--- src/sv/adsr_pkg.sv ---
// Shared constants for the linear ADSR envelope generator.
package adsr_pkg;

   // default widths of time counts and Q1.15-style levels
   localparam int TIME_BITS_DEF  = 24;
   localparam int LEVEL_BITS_DEF = 16;

   // register file addressing
   localparam int CSR_ADDR_BITS = 5;
   localparam int CSR_IDX_BITS  = 3;

   typedef enum logic [CSR_IDX_BITS-1:0] {
      REG_START_LEVEL     = 3'd0,
      REG_ATTACK_LEVEL    = 3'd1,
      REG_SUSTAIN_LEVEL   = 3'd2,
      REG_RELEASE_LEVEL   = 3'd3,
      REG_ATTACK_SAMPLES  = 3'd4,
      REG_DECAY_SAMPLES   = 3'd5,
      REG_RELEASE_SAMPLES = 3'd6,
      REG_UNUSED          = 3'd7
   } csr_index_type;

endpackage

--- src/sv/adsr_queue.sv ---
// Two-entry queue between the front end and the interpolation back end.
module adsr_queue import adsr_pkg::*; #(
   parameter int WIDTH = 2 * TIME_BITS_DEF
) (
   input  logic             clock,
   input  logic             reset,
   input  logic             push,
   input  logic [WIDTH-1:0] push_data,
   input  logic             pop,
   output logic             not_empty,
   output logic             full,
   output logic [WIDTH-1:0] pop_data
);

   logic [WIDTH-1:0] mem_ff [0:1];
   logic             wr_ptr_ff, wr_ptr_in, rd_ptr_ff, rd_ptr_in;
   logic [1:0]       count_ff, count_in;
   logic             do_push, do_pop;

   assign do_push   = push && !full;
   assign do_pop    = pop && not_empty;
   assign not_empty = count_ff != 2'd0;
   assign full      = count_ff == 2'd2;
   assign pop_data  = mem_ff[rd_ptr_ff];

   // advance pointers and occupancy
   always_comb begin
      wr_ptr_in = do_push ? !wr_ptr_ff : wr_ptr_ff;
      rd_ptr_in = do_pop ? !rd_ptr_ff : rd_ptr_ff;
      count_in  = count_ff + {1'b0, do_push} - {1'b0, do_pop};
   end

   always_ff @(posedge clock) begin
      if (reset) begin
         wr_ptr_ff <= 1'b0;
         rd_ptr_ff <= 1'b0;
         count_ff  <= 2'd0;
      end else begin
         wr_ptr_ff <= wr_ptr_in;
         rd_ptr_ff <= rd_ptr_in;
         count_ff  <= count_in;
      end
   end

   // store the beat
   always_ff @(posedge clock) begin
      if (do_push) begin
         mem_ff[wr_ptr_ff] <= push_data;
      end
   end

endmodule

--- config.mk ---
export PLATFORM = sky130hd
export DESIGN_NAME = adsr_queue
export DESIGN_NICKNAME = d
export VERILOG_FILES = /design/src/sv/adsr_pkg.sv /design/src/sv/adsr_queue.sv
export SDC_FILE = /design/constraint.sdc
export NUM_CORES = 1
export LEC_CHECK = 0
export BUFFER_PORTS_ARGS = -buffer_cell sky130_fd_sc_hd__buf_2
export CAP_MARGIN = 15
export CORE_MARGIN = 2
export CORE_UTILIZATION = 45
export CTS_CLUSTER_DIAMETER = 100
export DETAILED_ROUTE_END_ITERATION = 16
export PLACE_DENSITY = 0.7
export SLEW_MARGIN = 20
export SYNTH_ARGS = -nofsm -noshare
export SYNTH_HDL_FRONTEND = slang
export SYNTH_SLANG_ARGS = --single-unit
export TNS_END_PERCENT = 100
--- constraint.sdc ---
create_clock -name clock -period 2.65 [get_ports clock]
set_input_delay 0.1325 -clock clock [delete_from_list [all_inputs] [get_ports clock]]
set_output_delay 0.1325 -clock clock [all_outputs]
set_load 0.03 [all_outputs]
### Word level (Yosys, flattened, before mapping)

Memory sizes are Yosys's and may differ from the RTL's. A register that Yosys moved wholly into a read port is not among the register bits.
Cells that the tools add are included.

| storage, ports and cells | value |
|---|---|
| memories | 1 |
| latch bits | 0 |
| bits in writable memories | 96 |
| bits of input ports | 52 |
| ROM bits | 0 |
| output and inout bits | 50 |
| register bits after elaboration | 4 |

| cells by class | value |
|---|---|
| div/mod/pow operators | 0 |
| shifts and indexed selects | 0 |
| muxes and demuxes | 4 |
| bitwise operators | 0 |
| multiply operators | 0 |
| eq/ne operators | 1 |
| magnitude comparators | 0 |
| add/subtract/negate cells | 2 |
| reduce and logical (&&, ||, !) cells | 6 |

Memories:

| memory | words | width | read ports | clocked after Yosys merged registers in | write ports | RTL line | text |
|---|---|---|---|---|---|---|---|
| mem_ff | 2 | 48 | 1 | 1 | 1 | adsr_queue.sv:15 | `logic [WIDTH-1:0] mem_ff [0:1];` |

Operators by type and width:

| cell | count |
|---|---|
| two-way mux 1 bit | 4 |
| zero test 1 bit | 3 |
| adder 2 x 1 -> 2 bit | 1 |
| equality test 2 bit, second input constant | 1 |
| logical AND 1 bit | 2 |
| nonzero test 2 bit | 1 |
| subtractor 2 x 1 -> 2 bit | 1 |

### Depth between registers and ports, before layout

| logic depth | value |
|---|---|
| depth after elaboration | 5 |
| mapped depth | 8 |

### Least setup slack after synthesis

No wires, ideal clock.

| timing path | value |
|---|---|
| path type | reg-to-reg |
| from | register count_ff[0] |
| to | memory mem_ff[0][0] (netlist bit) (enable) |
| path slack | 0.403 ns |
| arrival | 1.845 ns |
| data required time | 2.248 ns |
| stages on the path, launching flop included | 5 |
| setup time | 0.402 ns |
| cells stage by stage | dfxtp_1 -> nand2b_2 -> inv_2 -> or3_1 -> inv_1 |

| on the way | value |
|---|---|
| cells in the longest elaborated chain, start to end | 5 |

Ends and longest elaborated chain:

| item | RTL line | text |
|---|---|---|
| start, declared | adsr_queue.sv:17 | `logic [1:0] count_ff, count_in;` |
| start signal, assigned | adsr_queue.sv:41 | `count_ff <= count_in;` |
| equality test 2 bit | adsr_queue.sv:23 | `assign full = count_ff == 2'd2;` |
| via full | adsr_queue.sv:11 | `output logic full,` |
| zero test 1 bit | adsr_queue.sv:20 | `assign do_push = push && !full;` |
| logical AND 1 bit | adsr_queue.sv:20 |  |
| two-way mux 1 bit | adsr_queue.sv:47 | `if (do_push) begin` |
| two-way mux 1 bit (not written as such) | adsr_queue.sv:48 | `mem_ff[wr_ptr_ff] <= push_data;` |
| end, declared | adsr_queue.sv:15 |  |

The timed path passes the listed nets, and every way through them passes these cells.

==> results.sh <==
export IMPL_grt_setup_unrepaired="false"
export IMPL_path_cells="buf_12 -> mux2_2 -> buf_2"
export IMPL_syn_num_nets=229
export IMPL_r2r_start="count_ff[0]"
export IMPL_fill_cells=617
export IMPL_finalPower_mw=4.480
export IMPL_grt_pass1_vias=2215
export IMPL_dr_pass1_iters=5
export IMPL_fin_nets=389
export IMPL_grt_util_all_layers_pct=15.55
export IMPL_ys_seq_area_share_pct=80.68
export IMPL_maxCapViolCount=0
export IMPL_synth_top_area_cell="edfxtp_1"
export IMPL_synth_area_leaders="edfxtp_1 (78%), mux2_2 (15%), dfxtp_1 (2.7%), ha_1 (0.68%), buf_6 (0.61%)"
export IMPL_worst_path_max_delay_cell="dfxtp_2"
export IMPL_power_density_mw_per_mm2=884.1
export IMPL_async_flop_share_pct=0
export IMPL_arrival_ns=1.90
export IMPL_min_period_ns=2.028
export IMPL_setup_slack_ns=0.6224
export IMPL_htreeDepth=3
export IMPL_fin_crit_sh_pct=76.51
export IMPL_syn_inst=175
export IMPL_grt_max_degree=49
export IMPL_portBuffers=101
export IMPL_synth_edf_count=96
export IMPL_synth_ff_type="edfxtp_1"
export IMPL_chipWidth_um=94.65
export IMPL_cts_tree="done"
export IMPL_yosys_cell_types_count=21
export IMPL_cp_max_fo=26
export IMPL_area_growth_pct=37.06
export IMPL_cts_buffers=9
export IMPL_worst_slew_pin_slew_ns=0.5974
export IMPL_p_leak_nw=1.936
export IMPL_cts_setup_buffers=0
export IMPL_fmax_mhz=493.2
export IMPL_initial_utilization_pct=45.69
export IMPL_gp_congestion=0.6886
export IMPL_slowest_delay_ns=0.72
export IMPL_antennaDiodeCount=0
export IMPL_peakVddDrop_mv=0.5536
export IMPL_drc=0
export IMPL_drtAntennaViolNets=0
export IMPL_grt_pass1_wl_um=10220
export IMPL_synth_seq_cells=101
export IMPL_vias=2079
export IMPL_die_h_um=94.65
export IMPL_cts_resized=0
export IMPL_setup_viol=0
export IMPL_viasPerCell=4.672
export IMPL_cpLargestDelayFamily="flip-flops"
export IMPL_hold_viol_final=0
export IMPL_core_rowCount=33
export IMPL_io_pins=102
export IMPL_timing_slew_headroom_pct=60.18
export IMPL_hold_start="push"
export IMPL_critPathBufInv=2
export IMPL_fin_hold_ws_ns=0.1882
export IMPL_synth_top_area_share_pct=77.97
export IMPL_routedWlPerCell_um=14.81
export IMPL_grt_ovfl_total=0
export IMPL_clockBufferDepth=2
export IMPL_avgSynthCellArea_um2=21.13
export IMPL_synth_area_mm2=0.003697
export IMPL_core_area_mm2=0.008093
export IMPL_cts_sinks=101
export IMPL_crit_path_end_kind="output port"
export IMPL_drv_slew=0
export IMPL_fin_util_pct=62.62
export IMPL_drt_iter0_drc=67
export IMPL_clock_skew_ns=0.007727
export IMPL_yosys_warnings=0
export IMPL_dp_hpwl_um=3961
export IMPL_clk_pin_slew_ns=0.09
export IMPL_setup_tns_ns=0
export IMPL_cts_hold_fix_buffers=49
export IMPL_worstPathRequired_ns=2.52
export IMPL_clk_latency_ns=0.35
export IMPL_crit_type="reg2out"
export IMPL_place_ws_ns=0.9823
export IMPL_status="completed"
export IMPL_critPathLaunchType="flop"
export IMPL_antenna_found_initial=0
export IMPL_yosys_top_cells_count="edfxtp_1 (96), mux2_2 (48), dfxtp_1 (5), inv_1 (3), nor2_1 (3)"
export IMPL_cts_root_buf="clkbuf_8"
export IMPL_synthMostInstantiatedCell="edfxtp_1"
export IMPL_hp_class="in2reg"
export IMPL_drive_gt1_share_pct=51.18
export IMPL_dieArea_mm2=0.008958
export IMPL_routed_wl_um=6591
## layer usage
metal	vias to the layer above	track usage, %	part of all wire [%]
met5	-	0	0
met4	0	5.435	1.2
li1	996	-	-
met1	1006	16.94	41
met3	7	6.305	5.8
met2	70	27.36	52
## worst min-delay path, delay by kind of cell
family / cells / cell delay (ns)
compound gates: 2 / 0.22
buf+inv: 2 / 0.13
## path summary, 6_finish.rpt
kind / to / slack [ns] / cells after the start
hold reg to reg: wr_ptr_ff / 0.52 / 2
setup reg to reg: mem_ff[1][44] / 1.01 / 3
hold / removal: wr_ptr_ff / 0.19 / 4
setup / recovery: pop_data[21] / 0.62 / 3
## power by group
| part | internal [mW] | switching (mW) |
|---|---|---|
| Sequential | 1.98 | 0.0984 |
| Combinational | 0.546 | 0.835 |
| Clock | 0.527 | 0.496 |
| Total | 3.05 | 1.43 |
## cells by family (layout without fill, tap and decap cells)
logic type,count (synthesis),in the layout,synth area share (%)
buffers and inverters,9,174,1.489
AND/OR/NAND/NOR,9,9,1.354
adder cells (fa/ha/maj),2,2,0.6767
XOR/XNOR,3,3,0.7108
AO/OA/AOI/OAI,3,3,0.4736
flip-flops,101,101,80.68
multiplexers,48,48,14.62
## area by class of cell
| class | count | area (um^2) | share of cell area, % |
|---|---|---|---|
| clock inverter | 7 | 90.09 | 1.778 |
| timing repair buffer | 154 | 1064 | 20.99 |
| clock buffer | 9 | 123.9 | 2.444 |
| multi-input combinational | 65 | 659.4 | 13.01 |
| tap | 105 | 131.4 | 2.593 |
| inverter | 4 | 15.01 | 0.2963 |
| sequential | 101 | 2984 | 58.89 |
## registers in the layout (all words and copies together), names as in the netlist, named ones only
name       cells
wr_ptr_ff      1
count_ff       2
rd_ptr_ff      1
mem_ff        96
## stage by stage
| stage | std cells | instance area (um^2) |
|---|---|---|
| 3_5_place_dp | 380 | 4363 |
| 2_1_floorplan | 175 | 3697 |
| 5_1_grt | 445 | 5067 |
| 6_report | 445 | 5067 |
| 3_3_place_gp | 380 | 4363 |
| 4_1_cts | 445 | 5067 |
## cell usage in the layout (no fill, tap or decap), types with 2 or more instances in the layout
cell type,netlist,layout
buf_12,0,3
buf_2,2,101
bufinv_16,0,2
clkbuf_8,0,9
clkinv_2,0,2
dfxtp_1,5,4
dlygate4sd3_1,0,49
edfxtp_1,96,96
ha_1,2,2
inv_1,3,2
inv_2,1,2
mux2_2,48,48
nor2_1,3,3
xnor2_1,2,2
Note: power is estimated with default switching activity, not from simulation.
