**src/sv/adsr_pkg.sv**
```systemverilog
// Shared constants for the linear ADSR envelope generator.
package adsr_pkg;

   // default widths of time counts and Q1.15-style levels
   localparam int TIME_BITS_DEF  = 24;
   localparam int LEVEL_BITS_DEF = 16;

   // register file addressing
   localparam int CSR_ADDR_BITS = 5;
   localparam int CSR_IDX_BITS  = 3;

   typedef enum logic [CSR_IDX_BITS-1:0] {
      REG_START_LEVEL     = 3'd0,
      REG_ATTACK_LEVEL    = 3'd1,
      REG_SUSTAIN_LEVEL   = 3'd2,
      REG_RELEASE_LEVEL   = 3'd3,
      REG_ATTACK_SAMPLES  = 3'd4,
      REG_DECAY_SAMPLES   = 3'd5,
      REG_RELEASE_SAMPLES = 3'd6,
      REG_UNUSED          = 3'd7
   } csr_index_type;

endpackage

```
**src/sv/adsr_front.sv**
```systemverilog
// Front end: accepts a sample beat and picks the attack, decay or sustain segment.
module adsr_front import adsr_pkg::*; #(
   parameter int TIME_BITS  = TIME_BITS_DEF,
   parameter int LEVEL_BITS = LEVEL_BITS_DEF
) (
   input  logic                         clock,
   input  logic                         reset,
   input  logic                         in_valid,
   input  logic [TIME_BITS-1:0]         in_held,
   input  logic [TIME_BITS-1:0]         in_released,
   input  logic signed [LEVEL_BITS-1:0] cfg_start,
   input  logic signed [LEVEL_BITS-1:0] cfg_attack,
   input  logic signed [LEVEL_BITS-1:0] cfg_sustain,
   input  logic [TIME_BITS-1:0]         cfg_attack_len,
   input  logic [TIME_BITS-1:0]         cfg_decay_len,
   output logic                         out_valid,
   output logic signed [LEVEL_BITS-1:0] out_a,
   output logic signed [LEVEL_BITS-1:0] out_b,
   output logic [TIME_BITS-1:0]         out_num,
   output logic [TIME_BITS-1:0]         out_den,
   output logic [TIME_BITS-1:0]         out_released
);

   logic                         valid_ff, valid_in;
   logic signed [LEVEL_BITS-1:0] a_ff, a_in, b_ff, b_in;
   logic [TIME_BITS-1:0]         num_ff, num_in, den_ff, den_in, rel_ff;
   logic [TIME_BITS:0]           ad_end;

   assign valid_in = in_valid;
   assign ad_end   = {1'b0, cfg_attack_len} + {1'b0, cfg_decay_len};

   // classify the segment; sustain is a zero-length step from the sustain level
   always_comb begin
      if (in_held < cfg_attack_len) begin
         a_in   = cfg_start;
         b_in   = cfg_attack;
         num_in = in_held;
         den_in = cfg_attack_len;
      end else if ({1'b0, in_held} < ad_end) begin
         a_in   = cfg_attack;
         b_in   = cfg_sustain;
         num_in = in_held - cfg_attack_len;
         den_in = cfg_decay_len;
      end else begin
         a_in   = cfg_sustain;
         b_in   = cfg_sustain;
         num_in = '0;
         den_in = TIME_BITS'(1);
      end
   end

   always_ff @(posedge clock) begin
      if (reset) begin
         valid_ff <= 1'b0;
      end else begin
         valid_ff <= valid_in;
      end
   end

   // hold the segment payload
   always_ff @(posedge clock) begin
      a_ff   <= a_in;
      b_ff   <= b_in;
      num_ff <= num_in;
      den_ff <= den_in;
      rel_ff <= in_released;
   end

   assign out_valid    = valid_ff;
   assign out_a        = a_ff;
   assign out_b        = b_ff;
   assign out_num      = num_ff;
   assign out_den      = den_ff;
   assign out_released = rel_ff;

endmodule

```
**config.mk**
```make
export PLATFORM = sky130hd
export DESIGN_NAME = adsr_front
export DESIGN_NICKNAME = d
export VERILOG_FILES = /design/src/sv/adsr_pkg.sv /design/src/sv/adsr_front.sv
export SDC_FILE = /design/constraint.sdc
export NUM_CORES = 1
export LEC_CHECK = 0
export ABC_AREA = 1
export ABC_CLOCK_PERIOD_IN_PS = 3200
export BUFFER_PORTS_ARGS = -buffer_cell sky130_fd_sc_hd__buf_2
export CORE_MARGIN = 1.5
export CORE_UTILIZATION = 51
export DETAILED_ROUTE_END_ITERATION = 8
export GPL_ROUTABILITY_DRIVEN = 0
export PLACE_DENSITY = 0.85
export SKIP_LAST_GASP = 1
export SLEW_MARGIN = 20
export SYNTH_ARGS = -nofsm -noshare
export SYNTH_HDL_FRONTEND = slang
export SYNTH_SLANG_ARGS = --single-unit
```
**constraint.sdc**
```tcl
create_clock -name clock -period 3.2 [get_ports clock]
set_input_delay 0 -clock clock [delete_from_list [all_inputs] [get_ports clock]]
set_output_delay 0 -clock clock [all_outputs]
set_load 0.02 [all_outputs]
```
After elaboration in Yosys (flattened, before gate mapping)

Index checks and enable logic that the tools add are counted.

Shifts and indexed selects: 0
$mul: 0
Order comparisons: 2
Equal/unequal tests: 0
Mux-type cells: 7
Reduce and logical (&&, ||, !) cells: 0
Div/mod/pow operators: 0
$add $sub $neg: 2
Bitwise gates (word level): 0

Operators by type and width:

| kind                                            | number |
|---|---|
| 24-bit two-way mux                              | 4 |
| 16-bit two-way mux                              | 3 |
| 24-bit by 24-bit adder with 25-bit output       | 1 |
| 24-bit by 25-bit < comparator with 1-bit output | 1 |
| 24-bit < comparator                             | 1 |
| 24-bit subtractor                               | 1 |

Bits in latches: 0
Bits in read-only memories: 0
Register bits: 105
Memory bits (writable): 0
Input port bits: 147
Output and inout port bits: 105
Memories: 0

Longest topological paths before layout

Depth in word-level cells: 4
Gate-level depth with buffers: 26

Worst setup path after synthesis

Ideal clock, no wire load.

Kind: input port to flip-flop
Start point: input cfg_attack_len[0]
End point: register den_ff[0], in the netlist out_den[0]
Stages: 24
Path slack: 0.271 ns
Arrival: 2.816 ns
Setup time: 0.113 ns
Cell sequence: ha_1 fa_1 nand2_1 nand2_1 nand3_1 nand2_2 a21oi_1 o21ai_0 a21oi_1 inv_1 nand2_1 nand2_1 ha_1 nand2_1 nand2_1 nand2_1 a21boi_0 o21bai_1 nand3_1 nand2_8 nand3_4 buf_6 nor2_1 nor2_1

Cells in the longest elaborated chain, start to end: 4

Ends and longest elaborated chain:

| what                                            | RTL line         | source |
|---|---|---|
| start, declared                                 | adsr_front.sv:14 | `input logic [TIME_BITS-1:0] cfg_attack_len,` |
| 24-bit by 24-bit adder with 25-bit output       | adsr_front.sv:30 | `assign ad_end = {1'b0, cfg_attack_len} + {1'b0, cfg_decay_len};` |
| 24-bit by 25-bit < comparator with 1-bit output | adsr_front.sv:39 | `end else if ({1'b0, in_held} < ad_end) begin` |
| 24-bit two-way mux                              | adsr_front.sv:39 |  |
| 24-bit two-way mux (*)                          | adsr_front.sv:34 | `if (in_held < cfg_attack_len) begin` |
| net den_in[0]                                   | adsr_front.sv:26 | `logic [TIME_BITS-1:0] num_ff, num_in, den_ff, den_in, rel_ff;` |
| end signal, assigned                            | adsr_front.sv:65 | `den_ff <= den_in;` |
| end, declared                                   | adsr_front.sv:26 |  |

The timed path passes the listed nets; every way through them passes the cells marked *.
A chain may end at the register's enable or synchronous reset.

Final worst setup path

Start point: input in_held[0]
End point: register b_ff[3], in the netlist out_b[3]

Cells in the longest elaborated chain, start to end: 2

Ends and longest elaborated chain:

| what                 | RTL line         | source |
|---|---|---|
| start, declared      | adsr_front.sv:9  | `input logic [TIME_BITS-1:0] in_held,` |
| 24-bit < comparator  | adsr_front.sv:34 |  |
| 16-bit two-way mux   | adsr_front.sv:34 |  |
| net b_in[3]          | adsr_front.sv:25 | `logic signed [LEVEL_BITS-1:0] a_ff, a_in, b_ff, b_in;` |
| end signal, assigned | adsr_front.sv:63 | `b_ff <= b_in;` |
| end, declared        | adsr_front.sv:25 |  |

The timed path passes the listed nets, and every way through them passes these cells.

==> flow_summary.ini <==
[status]
status = complete, no violations

[clock_tree]
clk_pin_slew_worst_paths_ns = 0.08
clock_sink_count = 105
cts_tree = done
numCtsBuffers = 9
cts-htree-levels = 3
cts_root_buf = sky130_fd_sc_hd__clkbuf_16
clockBufferDepth = 2

[finish]
fillers = 890
diodes = 0
seqCellArea_um2 = 2100
area_growth_pct = 49.6
layout-drive-gt1-share_pct = 25.5
multi_input_area_um2 = 4180
finalCoreUtilization_pct = 78.5
final_layout_net_count = 1607

[floorplanning]
initial_utilization_pct = 52.5
number_of_rows_in_the_core_area = 42
ios = 252
die_width_um = 120
chipHeight_um = 120
die_area_um2 = 14400
fp.coreArea_um2 = 13300

[global_routing]
globalRouteTotalUtil_pct = 36.0
grt_first_pass_wirelength_mm = 41.0
grt_overflow = 0
first_global_vias = 8495
grt_max_degree = 58
antenna_found_initial = 0

[timing]
final_period_util_pct = 94.6
maxSlewHeadroom_pct = 44.8
final_max_slew_viol_count = 0
worst-slew-pin-transition_ns = 0.826
maxClockFrequency_ghz = 0.330
timing.final.ws_setup_ns = 0.172
timing.final.setup_violations = 0
hold_violations = 0
final_critical_period_ns = 3.03

[synthesis]
synth.area.top_cells = sky130_fd_sc_hd__dfxtp_1, sky130_fd_sc_hd__nand2_1, sky130_fd_sc_hd__ha_1
yosys_register_bits = 105
synth_seq_area_share_pct = 30.1
yosys.area_share.adder_pct = 13.3
mux_cell_area_share_after_synthesis_pct = 0
xor_xnor_share_of_the_synthesized_area_pct = 4.14
synth_top_cell_area_share_pct = 30.1
main_combinational_cell_family_by_area_after_synthesis = simple AND/OR/NAND/NOR gates
synthesized_instance_count = 967
ys_warn_count = 0
mappedNetlistArea_um2 = 6980
synth_compound_gate_area_share_pct = 16.4
yosysTopAreaCell = sky130_fd_sc_hd__dfxtp_1
synth_cell_types = 43
synth_simple_gate_area_share_pct = 25.7
postSynthAreaPerCell_um2 = 7.21
synthesis.nets = 1187

[worst_hold_path]
min-delay-start = cfg_attack_len[17]
timing.hold.worst_endpoint = out_den[17]$_DFF_P_
min_delay_path_depth = 3
worst_hold_path_class = in -> reg

[placement]
dp_hpwl_mm = 16.8
dpl_worst_slack_ns = -0.178
portBuffers = 251

[critical_path]
cp_top_family = buffers and inverters
start_kind = primary input
cell_at_the_slowest_stage_of_the_critical_path = sky130_fd_sc_hd__dlygate4sd3_1
max_stage_delay_ns = 0.60
crit_fanout = 29
critical_path.cell_chain = dlygate4sd3_1 > buf_2 > inv_1 > ha_1 > inv_1 > fa_1 > nand3_1 > nand2_1 > nand2_1 > nand2_1 > nand3_1 > nand3_4 > buf_12 > nand2_1 > o21ai_0 > dlygate4sd3_1
timing.critical_path.buf_inv = 6
endpoint_kind = flip-flop
most_used_cell_cp = sky130_fd_sc_hd__nand2_1
worst_ep_arrival_time_ns = 3.27
required_ns = 3.44
path_class = in -> reg

[route]
wirelength_mm = 26.5
detail_route.first_pass.iterations = 7
via_cell_ratio = 5.40
route.detailed.drc = 0
ant_nets = 0
drtIter0Drc = 831
vias = 8466
wl_per_cell_um = 16.9

[run]
drv_cap = 0

[power_and_ir_drop]
p_leak_uw = 0.00564
pwr_density_cell_nw_per_um2 = 459
power.ir.vdd_worst_uv = 291
-- placed cells by master (no fill, tap or decap), types with 24 or more instances in the layout --
master / instances
sky130_fd_sc_hd__nand3_1: 64
sky130_fd_sc_hd__inv_1: 150
sky130_fd_sc_hd__o22ai_2: 24
sky130_fd_sc_hd__nand2_1: 255
sky130_fd_sc_hd__o21ai_0: 36
sky130_fd_sc_hd__dfxtp_1: 105
sky130_fd_sc_hd__buf_2: 251
sky130_fd_sc_hd__dlygate4sd3_1: 153
sky130_fd_sc_hd__nor2_1: 54
sky130_fd_sc_hd__ha_1: 71
sky130_fd_sc_hd__a21oi_1: 51
-- cells in the mapped netlist --
cell type                  number
sky130_fd_sc_hd__nand2_1      255
sky130_fd_sc_hd__inv_1        150
sky130_fd_sc_hd__dfxtp_1      105
sky130_fd_sc_hd__ha_1          71
sky130_fd_sc_hd__nand3_1       65
sky130_fd_sc_hd__a21oi_1       54
sky130_fd_sc_hd__nor2_1        54
sky130_fd_sc_hd__o21ai_0       37
sky130_fd_sc_hd__o22ai_2       24
sky130_fd_sc_hd__xnor2_1       20
sky130_fd_sc_hd__nand4_1       16
sky130_fd_sc_hd__o21ai_2       15
sky130_fd_sc_hd__xor2_1        13
sky130_fd_sc_hd__nor3_1        11
sky130_fd_sc_hd__o21bai_1       9
sky130_fd_sc_hd__a21o_1         8
sky130_fd_sc_hd__buf_2          6
sky130_fd_sc_hd__buf_4          6
sky130_fd_sc_hd__buf_6          5
sky130_fd_sc_hd__inv_2          4
sky130_fd_sc_hd__a21oi_2        3
sky130_fd_sc_hd__and2_1         3
sky130_fd_sc_hd__clkbuf_1       3
sky130_fd_sc_hd__nand2_2        3
sky130_fd_sc_hd__a21boi_0       2
sky130_fd_sc_hd__a21boi_1       2
sky130_fd_sc_hd__a31oi_1        2
sky130_fd_sc_hd__fa_1           2
sky130_fd_sc_hd__o21a_1         2
sky130_fd_sc_hd__o21ai_1        2
sky130_fd_sc_hd__o31ai_1        2
sky130_fd_sc_hd__or2_2          2
sky130_fd_sc_hd__a221oi_1       1
sky130_fd_sc_hd__a31o_2         1
sky130_fd_sc_hd__clkbuf_2       1
sky130_fd_sc_hd__nand2_8        1
sky130_fd_sc_hd__nand3_2        1
sky130_fd_sc_hd__nand3_4        1
sky130_fd_sc_hd__nand3b_1       1
sky130_fd_sc_hd__nand4_4        1
sky130_fd_sc_hd__nor2_2         1
sky130_fd_sc_hd__nor2_4         1
sky130_fd_sc_hd__nor4_1         1
-- registers in the layout (all words and copies together), names as in the netlist --
| register | cells |
|---|---|
| out_a | 16 |
| out_b | 16 |
| out_den | 24 |
| out_num | 24 |
| out_released | 24 |
| out_valid | 1 |
-- area by class of cell --
| cell class | instances | share of cell area (%) |
|---|---|---|
| well taps | 176 | 2.11 |
| clock buffers | 9 | 2.16 |
| flip-flops and latches | 105 | 20.1 |
| repair buffers | 430 | 29.3 |
| inverters | 154 | 5.54 |
| clock inverters | 7 | 0.791 |
| multi-input cells | 687 | 40.0 |
-- routing by layer --
metal,routed length [µm],track usage [%]
met1,10000,40.2
met2,13000,65.6
met3,2180,5.66
met4,1280,18.7
met5,0,0
-- cells by family after synthesis --
family          after synthesis
compound gates              164
xor+xnor                     33
fa+ha+maj                    73
buf+inv                     175
flops                       105
simple gates                417
-- worst max-delay path by stage --
stage / from / endpoint / cells after the start
global placement: cfg_attack_len[0] / out_a[15]$_DFF_P_ / 23
CTS: cfg_attack_len[0] / out_b[3]$_DFF_P_ / 15
detailed placement: cfg_attack_len[0] / out_a[6]$_DFF_P_ / 23
global route: cfg_attack_len[0] / out_a[10]$_DFF_P_ / 25
finish: in_held[0] / out_b[3]$_DFF_P_ / 16
floorplan: cfg_attack_len[0] / out_den[0]$_DFF_P_ / 24
-- per-stage QoR --
stage                     cell area [µm²]  power, µW  std cells  hold WS (ns)  setup TNS (ns)
after floorplan                      6980       2780        967        0.0277               0
after CTS                           10400       4660       1567       0.00135               0
final                               10400       4790       1568        0.0137               0
after global routing                10400       5000       1568        0.0302          -0.291
after global placement               8530       3320       1398         0.102          -0.697
after detailed placement             8530       3350       1398         0.104           -5.05
-- power breakdown --
group / switching, µW / internal [µW]
clock network: 596 / 561
logic: 1220 / 830
registers: 75.6 / 1500
-- repair_timing --
| action | 4_1_cts | 5_1_grt |
|---|---|---|
| setup endpoints to repair | 0 | 80 |
| gates resized for setup | 0 | 12 |
| endpoints found under the hold margin | 105 | 0 |
| hold buffers | 153 | 0 |
| buffers inserted | 0 | 0 |
(Power assumes the default switching activity.)
